===== src/sisr_pkg.sv =====
// Shared types and constants for the shooter injector and speed readiness block.
// No dependencies; used by the interfaces and every module.
package sisr_pkg;

	// Field widths
	localparam int REQ_W    = 2;
	localparam int SPEED_W  = 16;
	localparam int POS_W    = 3;
	localparam int TGT_W    = 15;
	localparam int TOL_W    = 14;
	localparam int TICKS_W  = 8;
	localparam int STABLE_W = 10;
	localparam int RPT_W    = 4;
	localparam int DIST_W   = 2;
	localparam int DRIVE_W  = 2;
	localparam int LIMIT_W  = TGT_W + TOL_W;
	localparam int LHS_W    = 30;

	// APB
	localparam int ADDR_W = 5;
	localparam int DATA_W = 32;

	// Arithmetic constants
	localparam logic [STABLE_W-1:0] STABLE_LIMIT = 10'd1000;
	localparam logic [LHS_W-1:0]    TOL_SCALE    = 30'd10000;

	// Register reset values
	localparam logic [TGT_W-1:0]    RST_TARGET_SPEED   = 15'd3200;
	localparam logic [TOL_W-1:0]    RST_TOLERANCE      = 14'd25;
	localparam logic [TICKS_W-1:0]  RST_INJECT_TICKS   = 8'd18;
	localparam logic [STABLE_W-1:0] RST_STABLE_REPORTS = 10'd3;
	localparam logic [RPT_W-1:0]    RST_REPORT_TICKS   = 4'd9;
	localparam logic [LIMIT_W-1:0]  RST_TOL_LIMIT      = 29'd80000;

	// Sensed position codes that match a distance target
	localparam logic [POS_W-1:0] POS_RETRACTED = 3'd1;
	localparam logic [POS_W-1:0] POS_CENTER    = 3'd3;
	localparam logic [POS_W-1:0] POS_EXTENDED  = 3'd5;

	typedef enum logic [REQ_W-1:0] {
		REQ_TICK   = 2'd0,
		REQ_INJECT = 2'd1,
		REQ_START  = 2'd2,
		REQ_STOP   = 2'd3
	} req_t;

	typedef enum logic [DRIVE_W-1:0] {
		MODE_OFF = 2'd0,
		MODE_REV = 2'd1,
		MODE_FWD = 2'd2
	} mode_t;

	typedef enum logic [DIST_W-1:0] {
		DIST_UNKNOWN = 2'd0,
		DIST_SHORT   = 2'd1,
		DIST_MID     = 2'd2,
		DIST_LONG    = 2'd3
	} dist_t;

	typedef enum logic [2:0] {
		REG_TARGET_SPEED   = 3'd0,
		REG_TOLERANCE      = 3'd1,
		REG_INJECT_TICKS   = 3'd2,
		REG_STABLE_REPORTS = 3'd3,
		REG_REPORT_TICKS   = 3'd4,
		REG_TARGET_DIST    = 3'd5
	} reg_idx_t;

	typedef struct packed {
		logic [TGT_W-1:0]    target_speed;
		logic [TOL_W-1:0]    tolerance;
		logic [TICKS_W-1:0]  inject_ticks;
		logic [STABLE_W-1:0] stable_reports;
		logic [RPT_W-1:0]    report_ticks;
		logic [DIST_W-1:0]   target_distance;
		logic [LIMIT_W-1:0]  tol_limit;
	} cfg_t;

	typedef struct packed {
		logic [REQ_W-1:0]          req_type;
		logic signed [SPEED_W-1:0] measured_speed;
		logic [POS_W-1:0]          sensed_position;
	} item_t;

	typedef struct packed {
		logic [DRIVE_W-1:0] injector_drive;
		logic [DIST_W-1:0]  positioner_command;
		logic               up_to_speed;
		logic               in_position;
		logic               injector_active;
		logic               ready_to_shoot;
		logic               report_strobe;
	} result_t;

endpackage


===== src/sisr_if.sv =====
// Valid/ready channel interfaces for event beats and result beats.
// Depends on sisr_pkg for field widths.
interface sisr_ev_if;
	logic                                valid;
	logic                                ready;
	logic [sisr_pkg::REQ_W-1:0]          req_type;
	logic signed [sisr_pkg::SPEED_W-1:0] measured_speed;
	logic [sisr_pkg::POS_W-1:0]          sensed_position;

	modport source(output valid, req_type, measured_speed, sensed_position, input ready);
	modport sink(input valid, req_type, measured_speed, sensed_position, output ready);
endinterface

interface sisr_rs_if;
	logic                             valid;
	logic                             ready;
	logic [sisr_pkg::DRIVE_W-1:0]     injector_drive;
	logic [sisr_pkg::DIST_W-1:0]      positioner_command;
	logic                             up_to_speed;
	logic                             in_position;
	logic                             injector_active;
	logic                             ready_to_shoot;
	logic                             report_strobe;

	modport source(output valid, injector_drive, positioner_command, up_to_speed,
		in_position, injector_active, ready_to_shoot, report_strobe, input ready);
	modport sink(input valid, injector_drive, positioner_command, up_to_speed,
		in_position, injector_active, ready_to_shoot, report_strobe, output ready);
endinterface


===== src/sisr_cfg_regs.sv =====
// APB configuration registers and the registered tolerance limit.
// Depends on sisr_pkg.
module sisr_cfg_regs (
	input  logic                          clk,
	input  logic                          arst_n,
	input  logic                          psel,
	input  logic                          penable,
	input  logic                          pwrite,
	input  logic [sisr_pkg::ADDR_W-1:0]   paddr,
	input  logic [sisr_pkg::DATA_W-1:0]   pwdata,
	output logic [sisr_pkg::DATA_W-1:0]   prdata,
	output logic                          pready,
	output sisr_pkg::cfg_t                cfg
);
	logic [sisr_pkg::TGT_W-1:0]    target_speed_q;
	logic [sisr_pkg::TOL_W-1:0]    tolerance_q;
	logic [sisr_pkg::TICKS_W-1:0]  inject_ticks_q;
	logic [sisr_pkg::STABLE_W-1:0] stable_reports_q;
	logic [sisr_pkg::RPT_W-1:0]    report_ticks_q;
	logic [sisr_pkg::DIST_W-1:0]   target_distance_q;
	logic [sisr_pkg::LIMIT_W-1:0]  tol_limit_q;
	sisr_pkg::reg_idx_t            idx;
	logic                          wr_en;

	assign pready = 1'b1;
	assign idx    = sisr_pkg::reg_idx_t'(paddr[4:2]);
	assign wr_en  = psel && penable && pwrite;

	// Register writes
	always_ff @(posedge clk or negedge arst_n) begin
		if (!arst_n) begin
			target_speed_q    <= sisr_pkg::RST_TARGET_SPEED;
			tolerance_q       <= sisr_pkg::RST_TOLERANCE;
			inject_ticks_q    <= sisr_pkg::RST_INJECT_TICKS;
			stable_reports_q  <= sisr_pkg::RST_STABLE_REPORTS;
			report_ticks_q    <= sisr_pkg::RST_REPORT_TICKS;
			target_distance_q <= sisr_pkg::DIST_UNKNOWN;
		end else if (wr_en) begin
			unique case (idx)
				sisr_pkg::REG_TARGET_SPEED:   target_speed_q    <= pwdata[sisr_pkg::TGT_W-1:0];
				sisr_pkg::REG_TOLERANCE:      tolerance_q       <= pwdata[sisr_pkg::TOL_W-1:0];
				sisr_pkg::REG_INJECT_TICKS:   inject_ticks_q    <= pwdata[sisr_pkg::TICKS_W-1:0];
				sisr_pkg::REG_STABLE_REPORTS: stable_reports_q  <= pwdata[sisr_pkg::STABLE_W-1:0];
				sisr_pkg::REG_REPORT_TICKS:   report_ticks_q    <= pwdata[sisr_pkg::RPT_W-1:0];
				sisr_pkg::REG_TARGET_DIST:    target_distance_q <= pwdata[sisr_pkg::DIST_W-1:0];
				default: ;
			endcase
		end
	end

	// Target times tolerance, refreshed every cycle; updates the cycle after a write
	always_ff @(posedge clk or negedge arst_n) begin
		if (!arst_n) begin
			tol_limit_q <= sisr_pkg::RST_TOL_LIMIT;
		end else begin
			tol_limit_q <= {{sisr_pkg::TOL_W{1'b0}}, target_speed_q} *
				{{sisr_pkg::TGT_W{1'b0}}, tolerance_q};
		end
	end

	// Read back
	always_comb begin
		prdata = '0;
		unique case (idx)
			sisr_pkg::REG_TARGET_SPEED:   prdata = sisr_pkg::DATA_W'(target_speed_q);
			sisr_pkg::REG_TOLERANCE:      prdata = sisr_pkg::DATA_W'(tolerance_q);
			sisr_pkg::REG_INJECT_TICKS:   prdata = sisr_pkg::DATA_W'(inject_ticks_q);
			sisr_pkg::REG_STABLE_REPORTS: prdata = sisr_pkg::DATA_W'(stable_reports_q);
			sisr_pkg::REG_REPORT_TICKS:   prdata = sisr_pkg::DATA_W'(report_ticks_q);
			sisr_pkg::REG_TARGET_DIST:    prdata = sisr_pkg::DATA_W'(target_distance_q);
			default:                      prdata = '0;
		endcase
	end

	assign cfg.target_speed    = target_speed_q;
	assign cfg.tolerance       = tolerance_q;
	assign cfg.inject_ticks    = inject_ticks_q;
	assign cfg.stable_reports  = stable_reports_q;
	assign cfg.report_ticks    = report_ticks_q;
	assign cfg.target_distance = target_distance_q;
	assign cfg.tol_limit       = tol_limit_q;

endmodule


===== src/sisr_core.sv =====
// Injector sequencer, report counter and speed check state with next-result logic.
// Depends on sisr_pkg.
module sisr_core (
	input  logic                 clk,
	input  logic                 arst_n,
	input  logic                 fire,
	input  sisr_pkg::item_t      item,
	input  sisr_pkg::cfg_t       cfg,
	output sisr_pkg::result_t    res
);
	sisr_pkg::mode_t               mode_q, mode_d;
	logic [sisr_pkg::TICKS_W-1:0]  cnt_q, cnt_d, cnt_inc, cnt_dec;
	logic [sisr_pkg::RPT_W-1:0]    rc_q, rc_d, rc_inc;
	logic [sisr_pkg::STABLE_W-1:0] sc_q, sc_d, sc_inc;
	logic                          ok_q, ok_d;
	logic                          run_q, run_d;
	logic                          strobe;
	logic                          report_hit;
	logic signed [sisr_pkg::SPEED_W:0] err;
	logic [sisr_pkg::SPEED_W:0]    mag_full;
	logic [sisr_pkg::LHS_W-1:0]    lhs;
	logic                          in_tol;
	logic                          in_pos;

	// Counter steps; the injector and stable counters saturate
	assign cnt_inc = (cnt_q == '1) ? cnt_q : cnt_q + 8'd1;
	assign cnt_dec = (cnt_q != '0) ? cnt_q - 8'd1 : cnt_q;
	assign rc_inc  = rc_q + 4'd1;
	assign sc_inc  = (sc_q < sisr_pkg::STABLE_LIMIT) ? sc_q + 10'd1 : sc_q;
	assign report_hit = rc_inc >= cfg.report_ticks;

	// Speed error magnitude scaled against target times tolerance
	assign err      = {item.measured_speed[sisr_pkg::SPEED_W-1], item.measured_speed}
		- $signed({2'b00, cfg.target_speed});
	assign mag_full = err[sisr_pkg::SPEED_W] ? 17'(-err) : 17'(err);
	assign lhs      = {14'd0, mag_full[sisr_pkg::SPEED_W-1:0]} * sisr_pkg::TOL_SCALE;
	assign in_tol   = lhs < {1'b0, cfg.tol_limit};

	// Next state for the event in hand
	always_comb begin
		mode_d = mode_q;
		cnt_d  = cnt_q;
		rc_d   = rc_q;
		sc_d   = sc_q;
		ok_d   = ok_q;
		run_d  = run_q;
		strobe = 1'b0;
		unique case (sisr_pkg::req_t'(item.req_type))
			sisr_pkg::REQ_TICK: begin
				if (run_q) begin
					case (mode_q)
						sisr_pkg::MODE_REV: begin
							cnt_d = cnt_inc;
							if (cnt_inc >= cfg.inject_ticks)
								mode_d = sisr_pkg::MODE_FWD;
						end
						sisr_pkg::MODE_FWD: begin
							cnt_d = cnt_dec;
							if (cnt_dec == '0)
								mode_d = sisr_pkg::MODE_OFF;
						end
						default: ;
					endcase
					rc_d = rc_inc;
					if (report_hit) begin
						rc_d   = '0;
						strobe = 1'b1;
						if (in_tol) begin
							sc_d = sc_inc;
							ok_d = sc_inc >= cfg.stable_reports;
						end else begin
							sc_d = '0;
							ok_d = 1'b0;
						end
					end
				end
			end
			sisr_pkg::REQ_INJECT: begin
				mode_d = sisr_pkg::MODE_REV;
				cnt_d  = cnt_inc;
			end
			sisr_pkg::REQ_START: begin
				rc_d  = '0;
				run_d = 1'b1;
			end
			sisr_pkg::REQ_STOP: begin
				run_d  = 1'b0;
				mode_d = sisr_pkg::MODE_OFF;
				sc_d   = '0;
				ok_d   = 1'b0;
			end
			default: ;
		endcase
	end

	// Sensed position against the distance target
	always_comb begin
		case (sisr_pkg::dist_t'(cfg.target_distance))
			sisr_pkg::DIST_SHORT: in_pos = item.sensed_position == sisr_pkg::POS_RETRACTED;
			sisr_pkg::DIST_MID:   in_pos = item.sensed_position == sisr_pkg::POS_CENTER;
			sisr_pkg::DIST_LONG:  in_pos = item.sensed_position == sisr_pkg::POS_EXTENDED;
			default:              in_pos = 1'b1;
		endcase
	end

	// Hold state; advance only when the event moves on to the result register
	always_ff @(posedge clk or negedge arst_n) begin
		if (!arst_n) begin
			mode_q <= sisr_pkg::MODE_OFF;
			cnt_q  <= '0;
			rc_q   <= '0;
			sc_q   <= '0;
			ok_q   <= 1'b0;
			run_q  <= 1'b0;
		end else if (fire) begin
			mode_q <= mode_d;
			cnt_q  <= cnt_d;
			rc_q   <= rc_d;
			sc_q   <= sc_d;
			ok_q   <= ok_d;
			run_q  <= run_d;
		end
	end

	// Result reflects the updated state
	assign res.injector_drive     = mode_d;
	assign res.positioner_command = cfg.target_distance;
	assign res.up_to_speed        = ok_d;
	assign res.in_position        = in_pos;
	assign res.injector_active    = cnt_d != '0;
	assign res.ready_to_shoot     = in_pos && ok_d && (cnt_d == '0);
	assign res.report_strobe      = strobe;

endmodule


===== src/shooter_inject_and_speed_ready.sv =====
// Shooter injector sequencer and wheel-speed readiness monitor, top level.
// Depends on sisr_pkg, sisr_if, sisr_cfg_regs and sisr_core.
//
// Usage:
//   events  - valid/ready channel of event beats: poll tick, inject, start, stop,
//             with the measured wheel speed and the sensed positioner code.
//   results - valid/ready channel with one result beat per event: injector drive,
//             positioner command, up to speed, in position, injector active,
//             ready to shoot and the report strobe.
//   APB     - six configuration registers at byte offsets 0x00..0x14; write them
//             only while no event is in flight.
// Each event is held in the event register, and its result beat is loaded from
// the core into the result register once the result register is free or taken.
// Throughput: one event per cycle while results are taken; the event register and
// the result register form a two-stage pipeline, and all state updates on the move between them.
// Reset clears the injector, report and stable counters and the run flag, and
// loads the register defaults. When the receiver stalls, the result register
// holds its beat and an empty event register still takes one more event, after which
// events.ready drops until the result is taken.
module shooter_inject_and_speed_ready (
	input  logic                          clk,
	input  logic                          arst_n,
	sisr_ev_if.sink                       events,
	sisr_rs_if.source                     results,
	input  logic                          psel,
	input  logic                          penable,
	input  logic                          pwrite,
	input  logic [sisr_pkg::ADDR_W-1:0]   paddr,
	input  logic [sisr_pkg::DATA_W-1:0]   pwdata,
	output logic [sisr_pkg::DATA_W-1:0]   prdata,
	output logic                          pready
);
	sisr_pkg::cfg_t    cfg;
	sisr_pkg::item_t   item_s1;
	sisr_pkg::result_t res_d;
	sisr_pkg::result_t res_s2;
	logic              valid_s1;
	logic              valid_s2;
	logic              advance;
	logic              fire;

	sisr_cfg_regs u_cfg (
		.clk    (clk),
		.arst_n (arst_n),
		.psel   (psel),
		.penable(penable),
		.pwrite (pwrite),
		.paddr  (paddr),
		.pwdata (pwdata),
		.prdata (prdata),
		.pready (pready),
		.cfg    (cfg)
	);

	// Pipeline handshake
	assign advance       = !valid_s2 || results.ready;
	assign fire          = valid_s1 && advance;
	assign events.ready  = !valid_s1 || advance;

	// Event register
	always_ff @(posedge clk or negedge arst_n) begin
		if (!arst_n) begin
			valid_s1 <= 1'b0;
		end else if (events.ready) begin
			valid_s1 <= events.valid;
		end
	end

	always_ff @(posedge clk) begin
		if (events.ready && events.valid) begin
			item_s1.req_type        <= events.req_type;
			item_s1.measured_speed  <= events.measured_speed;
			item_s1.sensed_position <= events.sensed_position;
		end
	end

	sisr_core u_core (
		.clk   (clk),
		.arst_n(arst_n),
		.fire  (fire),
		.item  (item_s1),
		.cfg   (cfg),
		.res   (res_d)
	);

	// Result register
	always_ff @(posedge clk or negedge arst_n) begin
		if (!arst_n) begin
			valid_s2 <= 1'b0;
		end else if (advance) begin
			valid_s2 <= valid_s1;
		end
	end

	always_ff @(posedge clk) begin
		if (fire) begin
			res_s2 <= res_d;
		end
	end

	assign results.valid              = valid_s2;
	assign results.injector_drive     = res_s2.injector_drive;
	assign results.positioner_command = res_s2.positioner_command;
	assign results.up_to_speed        = res_s2.up_to_speed;
	assign results.in_position        = res_s2.in_position;
	assign results.injector_active    = res_s2.injector_active;
	assign results.ready_to_shoot     = res_s2.ready_to_shoot;
	assign results.report_strobe      = res_s2.report_strobe;

endmodule


===== src/flat_wrapper.sv =====
// flat-port wrapper written by rule: the top's interface ports become plain ports
module shooter_inject_and_speed_ready_flat 
  (clk, arst_n, psel, penable, pwrite, paddr, pwdata, prdata, pready, events_valid, events_req_type, events_measured_speed, events_sensed_position, events_ready, results_valid, results_injector_drive, results_positioner_command, results_up_to_speed, results_in_position, results_injector_active, results_ready_to_shoot, results_report_strobe, results_ready);
  sisr_ev_if events_i ();
  sisr_rs_if results_i ();
  input  logic clk;
  input  logic arst_n;
  input  logic psel;
  input  logic penable;
  input  logic pwrite;
  input  logic [sisr_pkg::ADDR_W-1:0] paddr;
  input  logic [sisr_pkg::DATA_W-1:0] pwdata;
  output logic [sisr_pkg::DATA_W-1:0] prdata;
  output logic pready;
  input wire logic [$bits(events_i.valid)-1:0] events_valid;
  input wire logic [$bits(events_i.req_type)-1:0] events_req_type;
  input wire logic [$bits(events_i.measured_speed)-1:0] events_measured_speed;
  input wire logic [$bits(events_i.sensed_position)-1:0] events_sensed_position;
  output wire logic [$bits(events_i.ready)-1:0] events_ready;
  output wire logic [$bits(results_i.valid)-1:0] results_valid;
  output wire logic [$bits(results_i.injector_drive)-1:0] results_injector_drive;
  output wire logic [$bits(results_i.positioner_command)-1:0] results_positioner_command;
  output wire logic [$bits(results_i.up_to_speed)-1:0] results_up_to_speed;
  output wire logic [$bits(results_i.in_position)-1:0] results_in_position;
  output wire logic [$bits(results_i.injector_active)-1:0] results_injector_active;
  output wire logic [$bits(results_i.ready_to_shoot)-1:0] results_ready_to_shoot;
  output wire logic [$bits(results_i.report_strobe)-1:0] results_report_strobe;
  input wire logic [$bits(results_i.ready)-1:0] results_ready;
  assign events_i.valid = events_valid;
  assign events_i.req_type = events_req_type;
  assign events_i.measured_speed = events_measured_speed;
  assign events_i.sensed_position = events_sensed_position;
  assign events_ready = events_i.ready;
  assign results_valid = results_i.valid;
  assign results_injector_drive = results_i.injector_drive;
  assign results_positioner_command = results_i.positioner_command;
  assign results_up_to_speed = results_i.up_to_speed;
  assign results_in_position = results_i.in_position;
  assign results_injector_active = results_i.injector_active;
  assign results_ready_to_shoot = results_i.ready_to_shoot;
  assign results_report_strobe = results_i.report_strobe;
  assign results_i.ready = results_ready;
  shooter_inject_and_speed_ready u_core (.clk(clk), .arst_n(arst_n), .events(events_i), .results(results_i), .psel(psel), .penable(penable), .pwrite(pwrite), .paddr(paddr), .pwdata(pwdata), .prdata(prdata), .pready(pready));
endmodule

===== config.mk =====
export PLATFORM = sky130hd
export DESIGN_NAME = shooter_inject_and_speed_ready_flat
export DESIGN_NICKNAME = d
export VERILOG_FILES = /design/src/sisr_pkg.sv /design/src/sisr_if.sv /design/src/sisr_cfg_regs.sv /design/src/sisr_core.sv /design/src/shooter_inject_and_speed_ready.sv /design/src/flat_wrapper.sv
export SDC_FILE = /design/constraint.sdc
export NUM_CORES = 1
export LEC_CHECK = 0
export BUFFER_PORTS_ARGS = -buffer_cell sky130_fd_sc_hd__buf_2
export CORE_AREA = 10 10 190 281
export DETAILED_ROUTE_END_ITERATION = 8
export DIE_AREA = 0 0 200 291
export HOLD_SLACK_MARGIN = 0.05
export PLACE_DENSITY = 0.68
export SETUP_SLACK_MARGIN = 0.2
export SYNTH_ARGS = -nofsm -noshare
export SYNTH_HDL_FRONTEND = slang
export SYNTH_HIERARCHICAL = 1
export SYNTH_SLANG_ARGS = --single-unit

===== constraint.sdc =====
create_clock -name clk -period 18.8 [get_ports clk]
set_input_delay 3.76 -clock clk [delete_from_list [all_inputs] [get_ports clk]]
set_output_delay 3.76 -clock clk [all_outputs]
set_load 0.05 [all_outputs]

# Word-level counts from Yosys, hierarchy flattened
# Cells that the tools add are included.
# word_totals
reg_bits	140
input_bits	65
# classes
reduce_logical	29
addsub	6
order_cmp	5
mux	27
mul	2
eq_ne	19
# ops
cell	n
$pmux 15 s6	1
$mux 10	4
$pmux 8 s2	2
$lt 30x29->1	1
$mul 15x14->29	1
$mul 16x10->26 const B	1
$mux 8	3
$pmux 10 s2	1
$sub 16x16->17	1
$logic_not 8->1	2
$mux 16	1
$neg 16->16	1
$reduce_and 2->1	8
$reduce_bool 8->1	2
$add 10x1->10 const B	1
$eq 2x2->1 const B	5
$ge 10x10->1	1
$lt 10x10->1 const B	1
$eq 3x2->1 const B	3
$eq 3x3->1 const B	3
$add 8x1->8 const B	1
$eq 8x8->1 const B	1
$ge 8x8->1	1
$mux 4	2
21 further kinds	40

# Longest topological paths before layout
# Gate-level depths: netlist of the first run.
# depth
ltp_word	11
mapped_depth	41

# Modules after synthesis
# The synthesis of the first run kept the hierarchy.
# by_module_without_submodules
module	cells_each	area_per_inst_um2	n_inst
sisr_cfg_regs	1054	10457.5	1
sisr_core	982	7623.6	1
shooter_inject_and_speed_ready	38	1004.7	1

# Worst setup path after synthesis of the first run
# No wires, ideal clock.
# synth_path
path_type	in2out
start	input port paddr[3] (netlist name)
end	output port prdata[14] (netlist name)
path_slack_ns	8.984
n_path_buf	3
stages	4
arrival_ns	6.056
cell_sequence	clkbuf_1 clkbuf_1 buf_1 nor4b_1
# synth_between
elab_chain_cells	2
word_cells_on_any_way	7
classes_between	5 x eq/ne; 1 x mux; 1 x reduce/logical
# synth_lines
element	line_no	text
start, declared	flat_wrapper.sv:11	input logic [sisr_pkg::ADDR_W-1:0] paddr;
$eq 3x3->1 (tied with other cells)	sisr_cfg_regs.sv:64	unique case (idx)
$pmux 15 s6 (*)	sisr_cfg_regs.sv:64	
end, declared	flat_wrapper.sv:13	output logic [sisr_pkg::DATA_W-1:0] prdata;
# Mark *: on every way between the ends. The rest lies on a longest branch, timed or not.

==> results.cfg, run 1 <==
[drt]
route.vias.total = 14800
route.met2.wl_um = 25300
wl_per_cell_um = 17.3
drc = 0
detail_route.iter0.violations = 897
detail-route-antenna-nets = 0
met3RoutedLength_um = 1980
vias_per_cell = 5.36
wl_met1_um = 18500
drt_pass1_iterations = 5
drt-total-wl_um = 47600
top_layer_used = met4

[floorplanning]
num_rows = 99
die_h_um = 291
io_pins = 109
coreArea_mm2 = 0.0484
die_area_mm2 = 0.0582
die_w_um = 200
initial_core_util = 0.394

[critical_path]
slowest_stage = dfstp_2
reg2reg_to = u_core/results.ready_to_shoot
r2r_cells = 38
path_max_fanout = 17
worstPathRequired_ps = 19120
endpoint = u_core/results.ready_to_shoot
crit_top_cell = inv_1
worst_setup_path_start_kind = register
end_kind = register
max_stage_delay_ps = 820
ff2ff_setup_slack_ps = 8390
r2r_start = u_core/u_cfg/target_speed_q[10]
arrival_ps = 10730
cp-startpoint = u_core/u_cfg/target_speed_q[10]
critPathKind = register to register

[sta]
setup_viol = 0
tns_ps = 0
fin_crit_ps = 10410
drv_slew = 0
post-route-period-util = 0.553
slew_headroom = 0.209
rsz0062_at_grt = false
worst_pin_slew_ps = 1170
skew_ps = 10.6
max_freq_mhz = 96.1
hold_violations = 0

[grt]
grt_pass1_wl_um = 77200
grt-ovfl-total = 0
antenna_found_initial = 0
grt.total_usage = 0.164
first_global_vias = 15700
grt_max_degree = 58

[yosys]
synthDistinctLibCells = 105
syn_inst = 2074
syn_avg_cell_area_um2 = 9.20
syn_area_mm2 = 0.0191
synthArstFlopShare = 0.786
synth.area.top_cells = fa_1 20%, ha_1 16%, dfrtp_1 12%
ys_seq_area_frac = 0.193
synth_flop_cell = dfrtp_1
synth_edf_count = 30
synth_top_area_cell = fa_1
ys_ff_latch = 140
synth.top_cell.area_share = 0.196
ys_warn_count = 6

[final_layout]
fill_cells = 4692
diodes = 0
nets = 2582
multiInputGateArea_mm2 = 0.0137
drive_gt1_frac = 0.111
final_common_cell = inv_1
regArea_mm2 = 0.00367
final_cell_mix = 354 x inv_1, 239 x ha_1, 187 x fa_1, 180 x nand2_1, 109 x and2_1
syn_to_final_growth_pct = 7.57

[min_path]
hold_class = register to register
hp-start = u_core/u_core/ok_q
whs_path_depth = 1

[clock_tree]
htree_levels = 4
clock_sinks = 140
clockRootBuffer = clkbuf_16
cts_hold_buf = 0
cts_setup_buffers = 0
cts_tree = yes
numCtsBuffers = 17
clockBufferDepth = 2
ctsResizeCount = 0
clk_pin_slew_ps = 70
worst_skew_pair.late_latency_ps = 450

[placement]
gp_congestion = 0.919
hpwl_um = 38200
port_buffers = 71

[outcome]
outcome = completed

[flow_run]
drv_cap = 0
==> state kept, by name, indices dropped and copies added, names as in the netlist, 2 cells and up <==
register / flops
u_core/u_cfg/target_speed_q: 15
u_core/u_core/sc_q: 10
u_core/u_cfg/inject_ticks_q: 8
u_core/results.injector_drive: 2
u_core/u_core/cnt_q: 8
u_core/u_cfg/target_distance_q: 2
u_core/item_s1: 21
u_core/u_core/rc_q: 4
u_core/u_cfg/tolerance_q: 14
u_core/u_cfg/tol_limit_q: 29
u_core/u_core/mode_q: 2
u_core/u_cfg/report_ticks_q: 4
u_core/u_cfg/stable_reports_q: 10
u_core/results.positioner_command: 2
==> critical path: cells and delay by family, from the launching register on <==
family          cells  cell delay (ps)
flops               1              820
simple gates        5             1380
buf+inv             7              680
compound gates     16             3530
xor+xnor            2              610
fa+ha+maj           8             3230
==> per-layer routing <==
layer  track usage  vias up
li1              -     6894
met1         0.181     7394
met2         0.299      391
met3        0.0204      120
met4        0.0778        0
met5             0        -
==> cell families (layout without fill, tap and decap cells) <==
kind of cell | Yosys count | after routing | share of synthesized area
DFF | 140 | 140 | 0.193
AOI/OAI and AO/OA | 344 | 344 | 0.124
muxes | 77 | 77 | 0.0476
and+or+nand+nor | 551 | 551 | 0.151
xor gates and xnor gates | 80 | 80 | 0.0367
adders and majority gates | 426 | 426 | 0.353
other | 2 | 18 | 0.000393
buffers and inverters | 454 | 468 | 0.0947
==> metrics by stage <==
step	utilization	hold slack [ps]	setup slack, ps	std cells	instance area (um2)
global placement	0.411	477	8750	2728	19900
global route	0.424	521	7700	2760	20500
CTS	0.424	502	8430	2760	20500
finish	0.424	500	8390	2760	20500
floorplan	-	460	8980	2090	19100
detailed placement	0.411	482	8480	2728	19900
==> layout make-up <==
type,count,share of cell area
well taps,656,0.0400
inverters,354,0.0647
flip-flops and latches,140,0.179
clock buffers,18,0.0219
repair buffers,82,0.0215
clock inverters,14,0.00731
multi-input cells,1496,0.666
==> how the worst min path moves through the flow <==
stage,to,slack (ps)
6_report,u_core/u_core/ok_q,500
5_1_grt,u_core/u_core/ok_q,520
4_1_cts,u_core/u_core/ok_q,500
3_5_place_dp,u_core/u_core/ok_q,480
3_3_place_gp,u_core/u_core/ok_q,480
2_1_floorplan,u_core/u_core/rc_q[3],460
==> synth_stat cells (5+ instances only) <==
| cell type | n |
|---|---|
| nand2_1 | 180 |
| a21boi_0 | 6 |
| o21ai_0 | 58 |
| or3_1 | 10 |
| inv_1 | 354 |
| mux2i_1 | 12 |
| clkbuf_1 | 66 |
| o31ai_1 | 7 |
| nor3_1 | 31 |
| and2_1 | 109 |
| nand4_1 | 13 |
| o211ai_1 | 8 |
| xnor2_1 | 55 |
| buf_2 | 7 |
| nand3b_1 | 5 |
| nand2b_1 | 24 |
| mux2_2 | 60 |
| nor2b_1 | 16 |
| o21a_1 | 9 |
| dfstp_2 | 17 |
| fa_1 | 187 |
| a221oi_1 | 5 |
| edfxtp_1 | 30 |
| buf_4 | 23 |
| o21bai_1 | 14 |
| a31oi_1 | 21 |
| and3_1 | 14 |
| a211oi_1 | 18 |
| ha_1 | 239 |
| nor2_1 | 69 |
| a21o_1 | 37 |
| a2111oi_0 | 6 |
| mux4_2 | 5 |
| dfrtp_1 | 93 |
| a21oi_1 | 81 |
| nand3_1 | 30 |
| nor4_1 | 8 |
| xor2_1 | 25 |
| a22o_1 | 10 |
Power of run 1 is not shown: default switching activity piles up to over one toggle a cycle in this logic, so the estimate is an artifact.
==> run 2, diff against run 1 <==
PLACE_DENSITY = 0.7   (was 0.68)
clock period = 8.9 ns   (was 18.8 ns; I/O delays follow)
==> run 2 against run 1 <==
  * Utilization up 3.4 points
  * First-iteration DRC count decreased by 24%
  * Clock-buffer cell count grew 2
  * Critical path depth up 4
  * Non-clock buffer count increased by 112
  * Register-to-register slack worse by 8100 ps
  * Wire length grew 6.7%
  * Cell area grew 8.0%
==> results.cfg, run 2 (synthesis gave the netlist of run 1 again) <==
[clock_tree]
clockRootBuffer = clkbuf_16
clock_sinks = 140
cts_tree = yes
numCtsBuffers = 17
htree_levels = 4
clockBufferDepth = 2
worst_skew_pair.late_latency_ps = 450
clk_pin_slew_ps = 70

[min_path]
hold_end = u_core/u_core/rc_q[3]
whs_path_depth = 2
hp-start = u_core/u_core/rc_q[3]
hold_class = register to register

[final_layout]
final_cell_mix = 336 x inv_1, 212 x ha_1, 185 x fa_1, 179 x nand2_1, 114 x buf_4
drive_gt1_frac = 0.207
regMostFlops = u_core/u_cfg/tol_limit_q
reg_top3 = u_core/u_cfg/tol_limit_q (29), u_core/item_s1 (21), u_core/u_cfg/target_speed_q (15)
final_common_cell = inv_1
post-route-util = 0.458
syn_to_final_growth_pct = 16.1
nets = 2694
largest_reg_flops = 29
diodes = 0

[grt]
grt.busiest_layer = met2
grt_pass1_wl_um = 81000
grt_max_degree = 74
grt.total_usage = 0.172
antenna_found_initial = 1
gr-usage-met3 = 0.0173
grtUsageMet1 = 0.189
grt.met2_usage = 0.317
grt-ovfl-total = 0
first_global_vias = 16400

[sta]
setup_viol = 0
hold_violations = 0
fin_crit_ps = 8610
slew_headroom = 0.192
post-route-period-util = 0.968
skew_ps = 16.0
worst_pin_slew_ps = 1200
max_freq_mhz = 116
rsz0062_at_grt = true
drv_slew = 0

[critical_path]
slowest_stage = fa_1
path_max_fanout = 9
crit_top_cell = ha_4
arrival_ps = 8950
ff2ff_setup_slack_ps = 290
reg2reg_to = u_core/u_core/sc_q[9]
end_kind = register
max_stage_delay_ps = 550
worstPathRequired_ps = 9230
cp-startpoint = u_core/u_cfg/target_speed_q[0]
critPathKind = register to register
r2r_start = u_core/u_cfg/target_speed_q[0]
worst_setup_path_start_kind = register
r2r_cells = 42

[drt]
route.vias.total = 15400
drt_pass1_iterations = 5
vias_per_cell = 5.35
drt-total-wl_um = 50800
detail-route-antenna-nets = 0
drc = 0
detail_route.iter0.violations = 681
wl_per_cell_um = 17.7

[floorplanning]
coreArea_mm2 = 0.0484
die_area_mm2 = 0.0582
initial_core_util = 0.394
die_w_um = 200
num_rows = 99
die_h_um = 291
io_pins = 109

[placement]
port_buffers = 71
gp_congestion = 0.915
hpwl_um = 39700

[outcome]
outcome = completed

[flow_run]
drv_cap = 0
[run 2: final cells by class]
| class | instances | area (um2) |
|---|---|---|
| Inverter | 354 | 1330 |
| Fill cell | 4525 | 26300 |
| Clock inverter | 12 | 106 |
| Clock buffer | 20 | 447 |
| Timing Repair Buffer | 194 | 1340 |
| Tap cell | 656 | 821 |
| Sequential cell | 140 | 3670 |
| Multi-Input combinational cell | 1496 | 14500 |
[run 2: critical path: cells and delay by family, from the launching register on]
family	cells	cell delay, ps
AO/OA/AOI/OAI	11	1960
flip-flops	1	420
adder cells (fa/ha/maj)	9	2930
XOR/XNOR	1	80
multiplexers	1	230
AND/OR/NAND/NOR	10	1810
buffers and inverters	10	1080
[run 2: worst max path at each step]
| stage | endpoint | cells past startpoint |
|---|---|---|
| floorplan | u_core/results.ready_to_shoot | 40 |
| global placement | u_core/u_core/sc_q[8] | 40 |
| detailed placement | u_core/u_core/sc_q[9] | 40 |
| CTS | u_core/u_core/ok_q | 42 |
| global route | u_core/u_core/sc_q[8] | 40 |
| finish | u_core/u_core/sc_q[9] | 42 |
[run 2: per-layer routing]
layer | vias up | routed length (um)
met1 | 7676 | 19300
met2 | 420 | 27400
met4 | 2 | 2160
met3 | 149 | 1940
met5 | - | 13
li1 | 7116 | -
[run 2: what timing repair did]
action,in CTS,in global routing
resized for setup,30,123
endpoints found under the setup margin,13,13
pin swaps,27,77
hold buffers,0,0
buffers inserted,5,20
[run 2: per-stage QoR]
| stage | cells | setup WS (ps) | area, um2 | hold slack (ps) | TNS [ps] |
|---|---|---|---|---|---|
| 2_1_floorplan | 2090 | 266 | 19100 | 460 | 0 |
| 3_3_place_gp | 2815 | -115 | 20600 | 477 | -1120 |
| 3_5_place_dp | 2815 | -341 | 20600 | 489 | -3650 |
| 4_1_cts | 2852 | 198 | 21300 | 505 | 0 |
| 5_1_grt | 2872 | -7.60 | 22200 | 541 | -18.9 |
| 6_report | 2872 | 287 | 22200 | 508 | 0 |
Power of run 2 is left out for the same reason.
==> run 3, diff against run 2 <==
PLACE_DENSITY = 0.68   (was 0.7)
clock period = 9.95 ns   (was 8.9 ns; I/O delays follow)
==> run 3 against run 2 <==
  * Critical path depth is 1 higher
  * Global-route usage is 0.46 points lower
  * Setup slack better by 420 ps
  * Die area stayed put
  * Clock-buffer cell count is 2 lower
  * Cell area is 6.5% lower
  * First-iteration DRC count is 2.1% higher
  * Utilization is 3.0 points lower
  * Sequential share of layout area is 1.1 points higher
  * Via count is 3.1% lower
  * Critical endpoint is now u_core/u_core/sc_q[3]
  * Largest cell class unchanged
==> results.cfg, run 3 (synthesis gave the netlist of run 1 again) <==
[floorplanning]
num_rows = 99
die_h_um = 291
coreArea_mm2 = 0.0484
initial_core_util = 0.394
die_w_um = 200
die_area_mm2 = 0.0582
io_pins = 109

[drt]
vias_per_cell = 5.35
route.vias.total = 14900
drt-total-wl_um = 48500
drc = 0
wl_per_cell_um = 17.4
drt_pass1_iterations = 5
detail_route.iter0.violations = 695
detail-route-antenna-nets = 0

[grt]
grt-ovfl-total = 0
grt.met2_usage = 0.308
grt.total_usage = 0.167
grt_max_degree = 59
grtUsageMet1 = 0.185
grt.busiest_layer = met2
first_global_vias = 15600
gr-usage-met3 = 0.0207
antenna_found_initial = 0
grt_pass1_wl_um = 78600

[critical_path]
max_stage_delay_ps = 560
arrival_ps = 9570
cp-startpoint = u_core/u_cfg/target_speed_q[0]
r2r_start = u_core/u_cfg/target_speed_q[0]
end_kind = register
endpoint = u_core/u_core/sc_q[3]
worst_setup_path_start_kind = register
slowest_stage = or4_1
ff2ff_setup_slack_ps = 710
crit_top_cell = inv_1
critPathKind = register to register
path_max_fanout = 9
worstPathRequired_ps = 10280
r2r_cells = 43
reg2reg_to = u_core/u_core/sc_q[3]

[sta]
drv_slew = 0
slew_headroom = 0.204
tns_ps = 0
fin_crit_ps = 9240
setup_viol = 0
hold_violations = 0
max_freq_mhz = 108
post-route-period-util = 0.929
skew_ps = 15.1
rsz0062_at_grt = false
worst_pin_slew_ps = 1180

[min_path]
hp-start = u_core/u_core/ok_q
hold_class = register to register

[final_layout]
multiInputGateArea_mm2 = 0.0137
final_cells = 2782
regArea_mm2 = 0.00367
nets = 2604
reg_top3 = u_core/u_cfg/tol_limit_q (29), u_core/item_s1 (21), u_core/u_cfg/target_speed_q (15)
largest_reg_flops = 29
diodes = 0
drive_gt1_frac = 0.123
final_cell_mix = 354 x inv_1, 239 x ha_1, 187 x fa_1, 180 x nand2_1, 109 x and2_1
post-route-util = 0.428
syn_to_final_growth_pct = 8.64
regMostFlops = u_core/u_cfg/tol_limit_q
fill_cells = 4699
final_common_cell = inv_1

[placement]
hpwl_um = 39100
port_buffers = 71
gp_congestion = 0.912
dpl.cell_count = 2749

[clock_tree]
clock_sinks = 140
worst_skew_pair.late_latency_ps = 450
htree_levels = 4
cts_tree = yes
numCtsBuffers = 17
clockRootBuffer = clkbuf_16
clockBufferDepth = 2
cts_hold_buf = 0
clk_pin_slew_ps = 70

[flow_run]
drv_cap = 0

[outcome]
outcome = completed
run 3: changes by cell type in the layout (fill, tap and decap cells not counted), moves of 6 or more:
cell and delta:
buf_6 -8, nor2_2 -6, buf_4 -81, xnor2_1 +9, ha_1 +27, inv_1 +18
ha_4 -25, nor2_1 +8, a21oi_2 -10, inv_2 -18, xnor2_2 -9, a21oi_1 +11
run 3: stage by stage:
stage / area (um2) / hold WS (ps) / setup slack [ps]
2_1_floorplan: 19100 / 460 / 1320
3_3_place_gp: 20100 / 477 / 691
3_5_place_dp: 20100 / 482 / 616
4_1_cts: 20700 / 504 / 571
5_1_grt: 20700 / 524 / 206
6_report: 20700 / 502 / 709
run 3: cell type report:
class                   count  area share
multi-input cells        1496       0.662
flip-flops and latches    140       0.177
clock inverters            14     0.00634
well taps                 656      0.0396
inverters                 354      0.0641
clock buffers              18      0.0212
repair buffers            104      0.0298
run 3: worst min path at each step:
stage / endpoint / depth (start not counted)
after global placement: u_core/u_core/ok_q / 1
after global routing: u_core/u_core/rc_q[3] / 2
after detailed placement: u_core/u_core/ok_q / 1
final: u_core/u_core/ok_q / 1
after CTS: u_core/u_core/ok_q / 1
after floorplan: u_core/u_core/rc_q[3] / 2
run 3: per-layer routing:
layer / share of wire / vias up / routed length (um)
li1: - / 6942 / -
met1: 0.39 / 7466 / 18900
met2: 0.54 / 371 / 26000
met3: 0.042 / 105 / 2020
met4: 0.034 / 0 / 1630
met5: 0 / - / 0
run 3: worst max-delay path, delay by kind of cell, from the launching register on:
family,cells,cell delay [ps]
muxes,1,210
DFF,1,400
AOI/OAI and AO/OA,9,1640
xor gates and xnor gates,1,220
buffers and inverters,10,950
adders and majority gates,9,3360
and+or+nand+nor,13,2310
run 3: timing repair:
action,4_1_cts,5_1_grt
endpoints found under the setup margin,0,13
buffers inserted,0,1
endpoints found under the hold margin,0,0
resized for setup,0,11
Power of run 3 is left out for the same reason.
